$ cat src/sv/char_lcd_buffer_refresh_macros.svh
// Assertion macros used by the clr_ctrl module of the character LCD buffer.
// Each macro expects aclk and aresetn to exist in the module that uses it.
`ifndef CHAR_LCD_BUFFER_REFRESH_MACROS_SVH
`define CHAR_LCD_BUFFER_REFRESH_MACROS_SVH
`ifndef SYNTHESIS
`define CLR_ASSERT_IMPL(lbl, ante, cons, msg) \
    lbl: assert property (@(posedge aclk) disable iff (!aresetn) (ante) |-> (cons)) \
        else $error(msg);
`define CLR_ASSERT_NEXT(lbl, ante, cons, msg) \
    lbl: assert property (@(posedge aclk) disable iff (!aresetn) (ante) |=> (cons)) \
        else $error(msg);
`else
`define CLR_ASSERT_IMPL(lbl, ante, cons, msg)
`define CLR_ASSERT_NEXT(lbl, ante, cons, msg)
`endif
`endif

$ cat src/sv/clr_pkg.sv
// Shared types, codes and constants of the character LCD buffer refresh block.
// No dependencies.
package clr_pkg;

    localparam int DEFAULT_COLUMNS = 16;
    localparam int DEFAULT_ROWS    = 2;

    // Request kinds carried on s_tuser.
    localparam logic [1:0] REQ_WRITE  = 2'd0;
    localparam logic [1:0] REQ_SETPOS = 2'd1;
    localparam logic [1:0] REQ_TICK   = 2'd2;

    // Set DDRAM address command of the LCD controller.
    localparam logic [7:0] CMD_SET_DDRAM = 8'h80;

    typedef enum logic [3:0] {
        PH_IDLE = 4'b0001,
        PH_HOME = 4'b0010,
        PH_LINE = 4'b0100,
        PH_DATA = 4'b1000
    } phase_t;

    // Result of one accepted tick, before the screen store data is known.
    typedef struct packed {
        logic       valid;
        logic       is_data;
        logic       from_store;
        logic [7:0] cmd_byte;
    } emit_t;

    function automatic logic [7:0] row_offset(input logic [1:0] row);
        logic [7:0] off;
        case (row)
            2'd0:    off = 8'h00;
            2'd1:    off = 8'h40;
            2'd2:    off = 8'h14;
            default: off = 8'h54;
        endcase
        return off;
    endfunction

endpackage

$ cat src/sv/clr_store.sv
// Screen store: synchronous memory with a registered read and per-entry valid bits.
// Depends on clr_pkg for the default screen size.
module clr_store #(
    parameter int  COLUMNS = clr_pkg::DEFAULT_COLUMNS,
    parameter int  ROWS    = clr_pkg::DEFAULT_ROWS,
    localparam int CELLS   = COLUMNS * ROWS,
    localparam int IDX_W   = (CELLS > 1) ? $clog2(CELLS) : 1
) (
    input  logic                  aclk,
    input  logic                  aresetn,
    input  logic                  wr_en,
    input  logic [IDX_W-1:0]      wr_addr,
    input  logic [7:0]            wr_data,
    input  logic                  rd_en,
    input  logic [IDX_W-1:0]      rd_addr,
    output logic [7:0]            rd_byte
);
    logic [7:0]       mem [CELLS];
    logic [CELLS-1:0] vld_reg;
    logic [7:0]       rd_data_reg;
    logic             rd_vld_reg;

    always_ff @(posedge aclk) begin
        if (wr_en) begin
            mem[wr_addr] <= wr_data;
        end
        if (rd_en) begin
            rd_data_reg <= mem[rd_addr];
        end
    end

    // A cell that was never written reads as the reset value, zero.
    always_ff @(posedge aclk) begin
        if (!aresetn) begin
            vld_reg    <= '0;
            rd_vld_reg <= 1'b0;
        end else begin
            if (wr_en) begin
                vld_reg[wr_addr] <= 1'b1;
            end
            if (rd_en) begin
                rd_vld_reg <= vld_reg[rd_addr];
            end
        end
    end

    assign rd_byte = rd_vld_reg ? rd_data_reg : 8'h00;

endmodule

$ cat src/sv/clr_ctrl.sv
// Request decoder, write position and refresh sequencer.
// Depends on clr_pkg and the assertion macro header.
`include "char_lcd_buffer_refresh_macros.svh"
module clr_ctrl #(
    parameter int  COLUMNS = clr_pkg::DEFAULT_COLUMNS,
    parameter int  ROWS    = clr_pkg::DEFAULT_ROWS,
    localparam int CELLS   = COLUMNS * ROWS,
    localparam int IDX_W   = (CELLS > 1) ? $clog2(CELLS) : 1
) (
    input  logic               aclk,
    input  logic               aresetn,
    input  logic               accept,
    input  logic [1:0]         req_type,
    input  logic [7:0]         char_byte,
    input  logic [3:0]         pos_col,
    input  logic [1:0]         pos_row,
    output logic               wr_en,
    output logic [IDX_W-1:0]   wr_addr,
    output logic [7:0]         wr_data,
    output logic               rd_en,
    output logic [IDX_W-1:0]   rd_addr,
    output clr_pkg::emit_t     emit
);
    localparam int COL_W = (COLUMNS > 1) ? $clog2(COLUMNS) : 1;

    clr_pkg::phase_t   phase_reg, phase_next;
    logic              pending_reg, pending_next;
    logic [IDX_W-1:0]  wr_idx_reg, wr_idx_next;
    logic [IDX_W-1:0]  show_idx_reg, show_idx_next;
    logic [COL_W-1:0]  show_col_reg, show_col_next;
    logic [1:0]        show_row_reg, show_row_next;

    always_comb begin
        phase_next    = phase_reg;
        pending_next  = pending_reg;
        wr_idx_next   = wr_idx_reg;
        show_idx_next = show_idx_reg;
        show_col_next = show_col_reg;
        show_row_next = show_row_reg;
        wr_en         = 1'b0;
        rd_en         = 1'b0;
        emit          = '0;
        if (accept) begin
            case (req_type)
                clr_pkg::REQ_WRITE: begin
                    wr_en        = 1'b1;
                    pending_next = 1'b1;
                    if (wr_idx_reg == IDX_W'(CELLS - 1)) begin
                        wr_idx_next = '0;
                    end else begin
                        wr_idx_next = wr_idx_reg + 1'b1;
                    end
                end
                clr_pkg::REQ_SETPOS: begin
                    if ((int'(pos_col) < COLUMNS) && (int'(pos_row) < ROWS)) begin
                        wr_idx_next = IDX_W'(int'(pos_col) + int'(pos_row) * COLUMNS);
                    end
                end
                clr_pkg::REQ_TICK: begin
                    case (phase_reg)
                        clr_pkg::PH_IDLE: begin
                            if (pending_reg) begin
                                pending_next = 1'b0;
                                phase_next   = clr_pkg::PH_HOME;
                            end
                        end
                        clr_pkg::PH_HOME: begin
                            show_idx_next = '0;
                            show_col_next = '0;
                            show_row_next = '0;
                            emit.valid    = 1'b1;
                            emit.cmd_byte = clr_pkg::CMD_SET_DDRAM;
                            phase_next    = clr_pkg::PH_LINE;
                        end
                        clr_pkg::PH_LINE: begin
                            // A cursor command goes out only at the first column of a line.
                            if (show_col_reg == '0) begin
                                emit.valid    = 1'b1;
                                emit.cmd_byte = clr_pkg::CMD_SET_DDRAM
                                              + clr_pkg::row_offset(show_row_reg);
                            end
                            phase_next = clr_pkg::PH_DATA;
                        end
                        clr_pkg::PH_DATA: begin
                            rd_en           = 1'b1;
                            emit.valid      = 1'b1;
                            emit.is_data    = 1'b1;
                            emit.from_store = 1'b1;
                            if (show_idx_reg == IDX_W'(CELLS - 1)) begin
                                show_idx_next = '0;
                                show_col_next = '0;
                                show_row_next = '0;
                                phase_next    = clr_pkg::PH_IDLE;
                            end else begin
                                show_idx_next = show_idx_reg + 1'b1;
                                if (show_col_reg == COL_W'(COLUMNS - 1)) begin
                                    show_col_next = '0;
                                    show_row_next = show_row_reg + 1'b1;
                                end else begin
                                    show_col_next = show_col_reg + 1'b1;
                                end
                                phase_next = clr_pkg::PH_LINE;
                            end
                        end
                        default: begin
                            phase_next = clr_pkg::PH_IDLE;
                        end
                    endcase
                end
                default: begin
                end
            endcase
        end
    end

    assign wr_addr = wr_idx_reg;
    assign wr_data = char_byte;
    assign rd_addr = show_idx_reg;

    always_ff @(posedge aclk) begin
        if (!aresetn) begin
            phase_reg    <= clr_pkg::PH_IDLE;
            pending_reg  <= 1'b0;
            wr_idx_reg   <= '0;
            show_idx_reg <= '0;
            show_col_reg <= '0;
            show_row_reg <= '0;
        end else begin
            phase_reg    <= phase_next;
            pending_reg  <= pending_next;
            wr_idx_reg   <= wr_idx_next;
            show_idx_reg <= show_idx_next;
            show_col_reg <= show_col_next;
            show_row_reg <= show_row_next;
        end
    end

    `CLR_ASSERT_IMPL(a_idx_range, 1'b1,
        (int'(wr_idx_reg) < CELLS) && (int'(show_idx_reg) < CELLS),
        "clr_ctrl: index beyond screen store")
    `CLR_ASSERT_IMPL(a_row_range, 1'b1, int'(show_row_reg) < ROWS,
        "clr_ctrl: refresh row beyond screen")
    `CLR_ASSERT_NEXT(a_home_start, accept && (req_type == clr_pkg::REQ_TICK)
        && (phase_reg == clr_pkg::PH_HOME),
        (show_idx_reg == '0) && (phase_reg == clr_pkg::PH_LINE),
        "clr_ctrl: home step did not restart the scan")
    `CLR_ASSERT_NEXT(a_data_next, accept && (req_type == clr_pkg::REQ_TICK)
        && (phase_reg == clr_pkg::PH_DATA),
        (phase_reg == clr_pkg::PH_LINE) || (phase_reg == clr_pkg::PH_IDLE),
        "clr_ctrl: data step left to a wrong phase")
    `CLR_ASSERT_IMPL(a_store_read, emit.from_store, rd_en && emit.valid && emit.is_data,
        "clr_ctrl: data result without a store read")

endmodule

$ cat src/sv/clr_out.sv
// Result stage that merges the store read data, followed by the output register.
// Depends on clr_pkg.
module clr_out (
    input  logic            aclk,
    input  logic            aresetn,
    input  clr_pkg::emit_t  emit,
    input  logic [7:0]      rd_byte,
    output logic            in_ready,
    input  logic            m_tready,
    output logic            m_tvalid,
    output logic            m_tuser,
    output logic [7:0]      m_tdata
);
    logic       s1_vld_reg;
    logic       s1_is_data_reg;
    logic       s1_from_store_reg;
    logic [7:0] s1_cmd_reg;
    logic       out_vld_reg;
    logic       out_is_data_reg;
    logic [7:0] out_byte_reg;
    logic       out_free;
    logic       s1_adv;

    assign out_free = !out_vld_reg || m_tready;
    assign s1_adv   = s1_vld_reg && out_free;
    // The store read register only changes on an accepted item, so it holds while stalled.
    assign in_ready = !s1_vld_reg || s1_adv;

    always_ff @(posedge aclk) begin
        if (!aresetn) begin
            s1_vld_reg  <= 1'b0;
            out_vld_reg <= 1'b0;
        end else begin
            if (in_ready) begin
                s1_vld_reg <= emit.valid;
            end
            if (out_free) begin
                out_vld_reg <= s1_vld_reg;
            end
        end
    end

    always_ff @(posedge aclk) begin
        if (in_ready) begin
            s1_is_data_reg    <= emit.is_data;
            s1_from_store_reg <= emit.from_store;
            s1_cmd_reg        <= emit.cmd_byte;
        end
        if (s1_adv) begin
            out_is_data_reg <= s1_is_data_reg;
            out_byte_reg    <= s1_from_store_reg ? rd_byte : s1_cmd_reg;
        end
    end

    assign m_tvalid = out_vld_reg;
    assign m_tuser  = out_is_data_reg;
    assign m_tdata  = out_byte_reg;

endmodule

$ cat src/sv/char_lcd_buffer_refresh.sv
// Character LCD screen buffer with refresh sequencer. One item is accepted per
// clock cycle; s_tready drops only when both result registers hold a byte and
// m_tready is low. An emitting tick passes its byte through the result stage register,
// which takes a data byte from the synchronous read of the screen store, and then the
// output register. A full refresh takes 2 + 2*COLUMNS*ROWS ticks (one to start,
// the home command, then a cursor-or-empty tick and a data tick for each cell).
// The store comes out of reset reading all zeros through per-cell valid bits,
// with no clearing pass.
module char_lcd_buffer_refresh #(
    parameter int COLUMNS = clr_pkg::DEFAULT_COLUMNS,
    parameter int ROWS    = clr_pkg::DEFAULT_ROWS
) (
    input  logic        aclk,
    input  logic        aresetn,
    input  logic        s_tvalid,
    output logic        s_tready,
    input  logic [15:0] s_tdata,   // char_byte[7:0], pos_col[11:8], pos_row[13:12], zero
    input  logic [1:0]  s_tuser,   // req_type
    output logic        m_tvalid,
    input  logic        m_tready,
    output logic [7:0]  m_tdata,   // lcd_byte
    output logic        m_tuser    // is_data
);
    localparam int CELLS = COLUMNS * ROWS;
    localparam int IDX_W = (CELLS > 1) ? $clog2(CELLS) : 1;

    logic             in_ready;
    logic             accept;
    logic             wr_en;
    logic [IDX_W-1:0] wr_addr;
    logic [7:0]       wr_data;
    logic             rd_en;
    logic [IDX_W-1:0] rd_addr;
    logic [7:0]       rd_byte;
    clr_pkg::emit_t   emit;

    assign s_tready = in_ready;
    assign accept   = s_tvalid && in_ready;

    clr_ctrl #(
        .COLUMNS (COLUMNS),
        .ROWS    (ROWS)
    ) u_ctrl (
        .aclk      (aclk),
        .aresetn   (aresetn),
        .accept    (accept),
        .req_type  (s_tuser),
        .char_byte (s_tdata[7:0]),
        .pos_col   (s_tdata[11:8]),
        .pos_row   (s_tdata[13:12]),
        .wr_en     (wr_en),
        .wr_addr   (wr_addr),
        .wr_data   (wr_data),
        .rd_en     (rd_en),
        .rd_addr   (rd_addr),
        .emit      (emit)
    );

    clr_store #(
        .COLUMNS (COLUMNS),
        .ROWS    (ROWS)
    ) u_store (
        .aclk    (aclk),
        .aresetn (aresetn),
        .wr_en   (wr_en),
        .wr_addr (wr_addr),
        .wr_data (wr_data),
        .rd_en   (rd_en),
        .rd_addr (rd_addr),
        .rd_byte (rd_byte)
    );

    clr_out u_out (
        .aclk     (aclk),
        .aresetn  (aresetn),
        .emit     (emit),
        .rd_byte  (rd_byte),
        .in_ready (in_ready),
        .m_tready (m_tready),
        .m_tvalid (m_tvalid),
        .m_tuser  (m_tuser),
        .m_tdata  (m_tdata)
    );

endmodule
$ cat config.mk
export PLATFORM = sky130hd
export DESIGN_NAME = char_lcd_buffer_refresh
export DESIGN_NICKNAME = d
export VERILOG_FILES = /design/src/sv/clr_pkg.sv /design/src/sv/clr_store.sv /design/src/sv/clr_ctrl.sv /design/src/sv/clr_out.sv /design/src/sv/char_lcd_buffer_refresh.sv
export VERILOG_INCLUDE_DIRS = /design/src /design/src/sv
export SDC_FILE = /design/constraint.sdc
export NUM_CORES = 1
export LEC_CHECK = 0
export ABC_AREA = 1
export BUFFER_PORTS_ARGS = -buffer_cell sky130_fd_sc_hd__buf_2
export CAP_MARGIN = 0
export CORE_ASPECT_RATIO = 0.5
export CORE_UTILIZATION = 35
export DETAILED_ROUTE_END_ITERATION = 16
export GPL_ROUTABILITY_DRIVEN = 1
export REMOVE_ABC_BUFFERS = 1
export SLEW_MARGIN = 0
export SYNTH_ARGS = -nofsm -noshare
export SYNTH_HDL_FRONTEND = slang
export SYNTH_SLANG_ARGS = --single-unit
$ cat constraint.sdc
create_clock -name aclk -period 2.1 [get_ports aclk]
set_input_delay 0.42 -clock aclk [delete_from_list [all_inputs] [get_ports aclk]]
set_output_delay 0.42 -clock aclk [all_outputs]
set_load 0.02 [all_outputs]
==> impl_metrics.py <==
metrics = {
    "critical_path": {
        "critPathTopFamily": "simple AND/OR/NAND/NOR gates",
        "reg2reg_depth": 8,
        "cp-end-kind": "register",
        "cp_cell_sequence": "clkinv_2 -> buf_12 -> o21ai_0 -> o211ai_1 -> nand3_1 -> nand3_1 -> nor2_1 -> nor2_1",
        "crit_required_ps": 2360,
        "r2r_setup_slack_ps": 90,
        "slowest_stage": "dfxtp_4",
        "reg2reg_from": "u_ctrl.rd_addr[0]",
        "r2r_end": "u_store.rd_data_reg[3]",
        "path_buf_inv": 2,
        "crit_type": "reg -> reg",
        "cp_max_fo": 23,
        "cp-start-kind": "register",
        "critPathMaxStageDelay_ps": 420,
        "cp.arrival_ps": 2270,
    },
    "placed_design": {
        "io_buffers": 30,
        "gp_congestion": 0.843,
        "place_area_mm2": 0.0146,
        "hpwl_um": 21800,
    },
    "clocking": {
        "cts_buffer_depth": 3,
        "cts-root-buf": "clkbuf_16",
        "cts_made_buffers": 34,
        "h-tree-depth": 2,
        "cts_num_sinks": 333,
        "worstSkewPairLatency_ps": 520,
        "clk_pin_slew_worst_paths_ps": 60,
        "tritoncts": "yes",
    },
    "min_path": {
        "min_path_type": "in -> reg",
        "holdPathStages": 3,
        "hold_path_end": "u_ctrl.wr_addr[4]",
        "hp-start": "s_tdata[12]",
    },
    "drt": {
        "ant_nets": 0,
        "drc": 0,
        "drt_pass1_iterations": 5,
        "wl_um": 34200,
        "vias": 9407,
        "routed_via_density": 5.13,
        "detail_route.wl_per_cell_um": 18.6,
        "first_iter_violations": 1009,
    },
    "cells_and_area": {
        "seq_area_mm2": 0.00944,
        "areaGrowthSynthToFinish_pct": 15.8,
        "final_area_mm2": 0.0157,
        "multi_input_area_mm2": 0.00349,
        "nets": 1323,
        "n_fill_cell": 3539,
        "drive_gt1_frac": 0.127,
        "largest_reg_flops": 256,
        "n_antenna_cell": 0,
    },
    "job": {
        "maxCapViolations": 0,
    },
    "pwr": {
        "pwr-share-clk": 0.432,
        "irDropWorstVdd_uv": 406,
        "power.leakage_nw": 5.57,
        "p_per_area_mw_per_mm2": 839,
        "p_int_mw": 10.5,
        "combPwrFrac": 0.022,
        "p_sw_mw": 2.64,
        "seqPwrFrac": 0.546,
        "netSwitchingFraction": 0.201,
    },
    "synthesis": {
        "postSynthCellCount": 1210,
        "ys_ff_latch": 333,
        "ys_seq_area_frac": 0.697,
        "syn_area_mm2": 0.0135,
        "yosys_warnings": 0,
        "syn_avg_cell_area_um2": 11.2,
        "netlist-cell-type-count": 34,
    },
    "sta": {
        "fmax_mhz": 498,
        "whs_ps": 190,
        "tightest_slew_ps": 777,
        "finalCriticalPeriod_ps": 2010,
        "slew_headroom": 0.482,
        "finalHoldViolations": 0,
        "skew_ps": 17.0,
        "min_period_over_period": 0.957,
        "setup_viol": 0,
        "rsz0062_at_grt": "false",
        "slew_viol_final": 0,
    },
    "floorplan": {
        "placeableCoreArea_mm2": 0.0377,
        "ios": 33,
        "num_rows": 50,
        "die_x_um": 280,
        "dieArea_mm2": 0.0395,
        "initial_core_util": 0.359,
        "die_y_um": 141,
    },
    "grt": {
        "antenna_found_initial": 1,
        "grt_overflow_total": 0,
        "grt_usage": 0.171,
        "grt_pass1_wl_um": 51600,
        "grt_max_degree": 66,
        "first_global_vias": 8985,
    },
    "outcome": {
        "status": "finished, final reports clean",
    },
}
[logic make-up after synthesis]
kind of cell               synth area share
and+or+nand+nor                       0.135
DFF                                   0.697
AOI/OAI and AO/OA                     0.109
buffers and inverters                0.0466
adders and majority gates            0.0111
xor gates and xnor gates            0.00129
[synthesized netlist by cell type (all sizes together)]
library cell  number  area, um^2
nand3             49         250
o22ai             39         244
a21oi             21         109
xor2               2        17.5
edfxtp           277        8320
nand2            112         430
nand4              2        12.5
inv               75         282
a31oi              4        25.0
clkbuf            30         113
ha                12         150
o31ai              2        15.0
clkinv             2        7.51
buf               32         229
nor4               1        6.26
o211ai            11        82.6
a211oi             3        22.5
nor2             281        1060
a22oi             16         120
o21ai            170         851
dfxtp             56        1120
nor3b              1        7.51
nor3              11        55.1
o211a              1        10.0
[layout by cell type (no fill, tap or decap), types with 2 or more instances in the layout]
master     count
nor2_1       278
edfxtp_1     277
o21ai_0      149
nand2_1      108
inv_1         71
buf_4         69
dfxtp_1       54
nand3_1       47
o22ai_1       39
clkbuf_16     35
buf_2         30
o21ai_1       21
a21oi_1       20
a22oi_1       16
clkbuf_1      14
o211ai_1      11
nor3_1        11
ha_1          11
clkinv_2       7
nand2_2        4
clkinv_1       4
a31oi_1        4
buf_12         4
inv_2          3
a211oi_1       3
nand3_2        2
nor2_4         2
xor2_1         2
nand4_1        2
o31ai_1        2
clkbuf_8       2
buf_6          2
[power groups by stage]
stage          Combinational, mW  Clock (mW)  Sequential, mW
6_report                   0.284        5.68            7.18
5_1_grt                    0.306        6.02            7.18
4_1_cts                    0.282        5.79            7.18
3_5_place_dp               0.282           0            7.32
3_3_place_gp               0.274           0            7.32
2_1_floorplan             0.0926           0            7.32
[repair_timing]
action,in CTS,in global routing
hold buffers,0,0
setup buffers,0,0
setup endpoints to repair,0,12
resized for setup,0,6
[worst max path at each step]
| stage | startpoint | to | slack, ps | depth (start not counted) |
|---|---|---|---|---|
| after floorplan | u_ctrl.rd_addr[0] | u_store.rd_data_reg[1] | -2550 | 7 |
| after global placement | m_tready | u_store.mem[2][0] | 80 | 10 |
| after detailed placement | m_tready | u_store.mem[6][3] | 20 | 10 |
| after CTS | u_ctrl.rd_addr[0] | u_store.rd_data_reg[7] | 60 | 8 |
| after global routing | u_ctrl.rd_addr[0] | u_store.rd_data_reg[0] | 8 | 9 |
| final | u_ctrl.rd_addr[0] | u_store.rd_data_reg[3] | 90 | 8 |
[metal layers]
layer,GRT usage,vias to the layer above,share of wire
met5,0,-,0.00038
met4,0.0529,2,0.022
met3,0.0260,51,0.068
met2,0.278,326,0.47
met1,0.237,4640,0.44
li1,-,4388,-
[worst min-delay path: cells and delay by family]
| kind | cells | cell delay, ps |
|---|---|---|
| AND/OR/NAND/NOR | 1 | 70 |
| AO/OA/AOI/OAI | 1 | 80 |
| buffers and inverters | 1 | 100 |
[final cells by class]
type                       instances  share of cell area
timing repair buffer             105              0.0492
tap                              520              0.0415
multi-input combinational        738               0.223
sequential                       333               0.602
clock inverter                    10             0.00487
inverter                          77              0.0185
clock buffer                      51              0.0610
[per-stage QoR]
step           power (mW)  cells   util  setup WS (ps)  setup TNS (ps)
2_1_floorplan        7.41   1148      -          -2550          -40890
3_3_place_gp         7.59   1773  0.388           82.9               0
3_5_place_dp         7.60   1773  0.388           15.2               0
4_1_cts              13.3   1834  0.415           64.2               0
5_1_grt              13.5   1834  0.416           7.94               0
6_report             13.1   1834  0.416           91.2               0
Note: power is estimated with default switching activity, not from simulation.
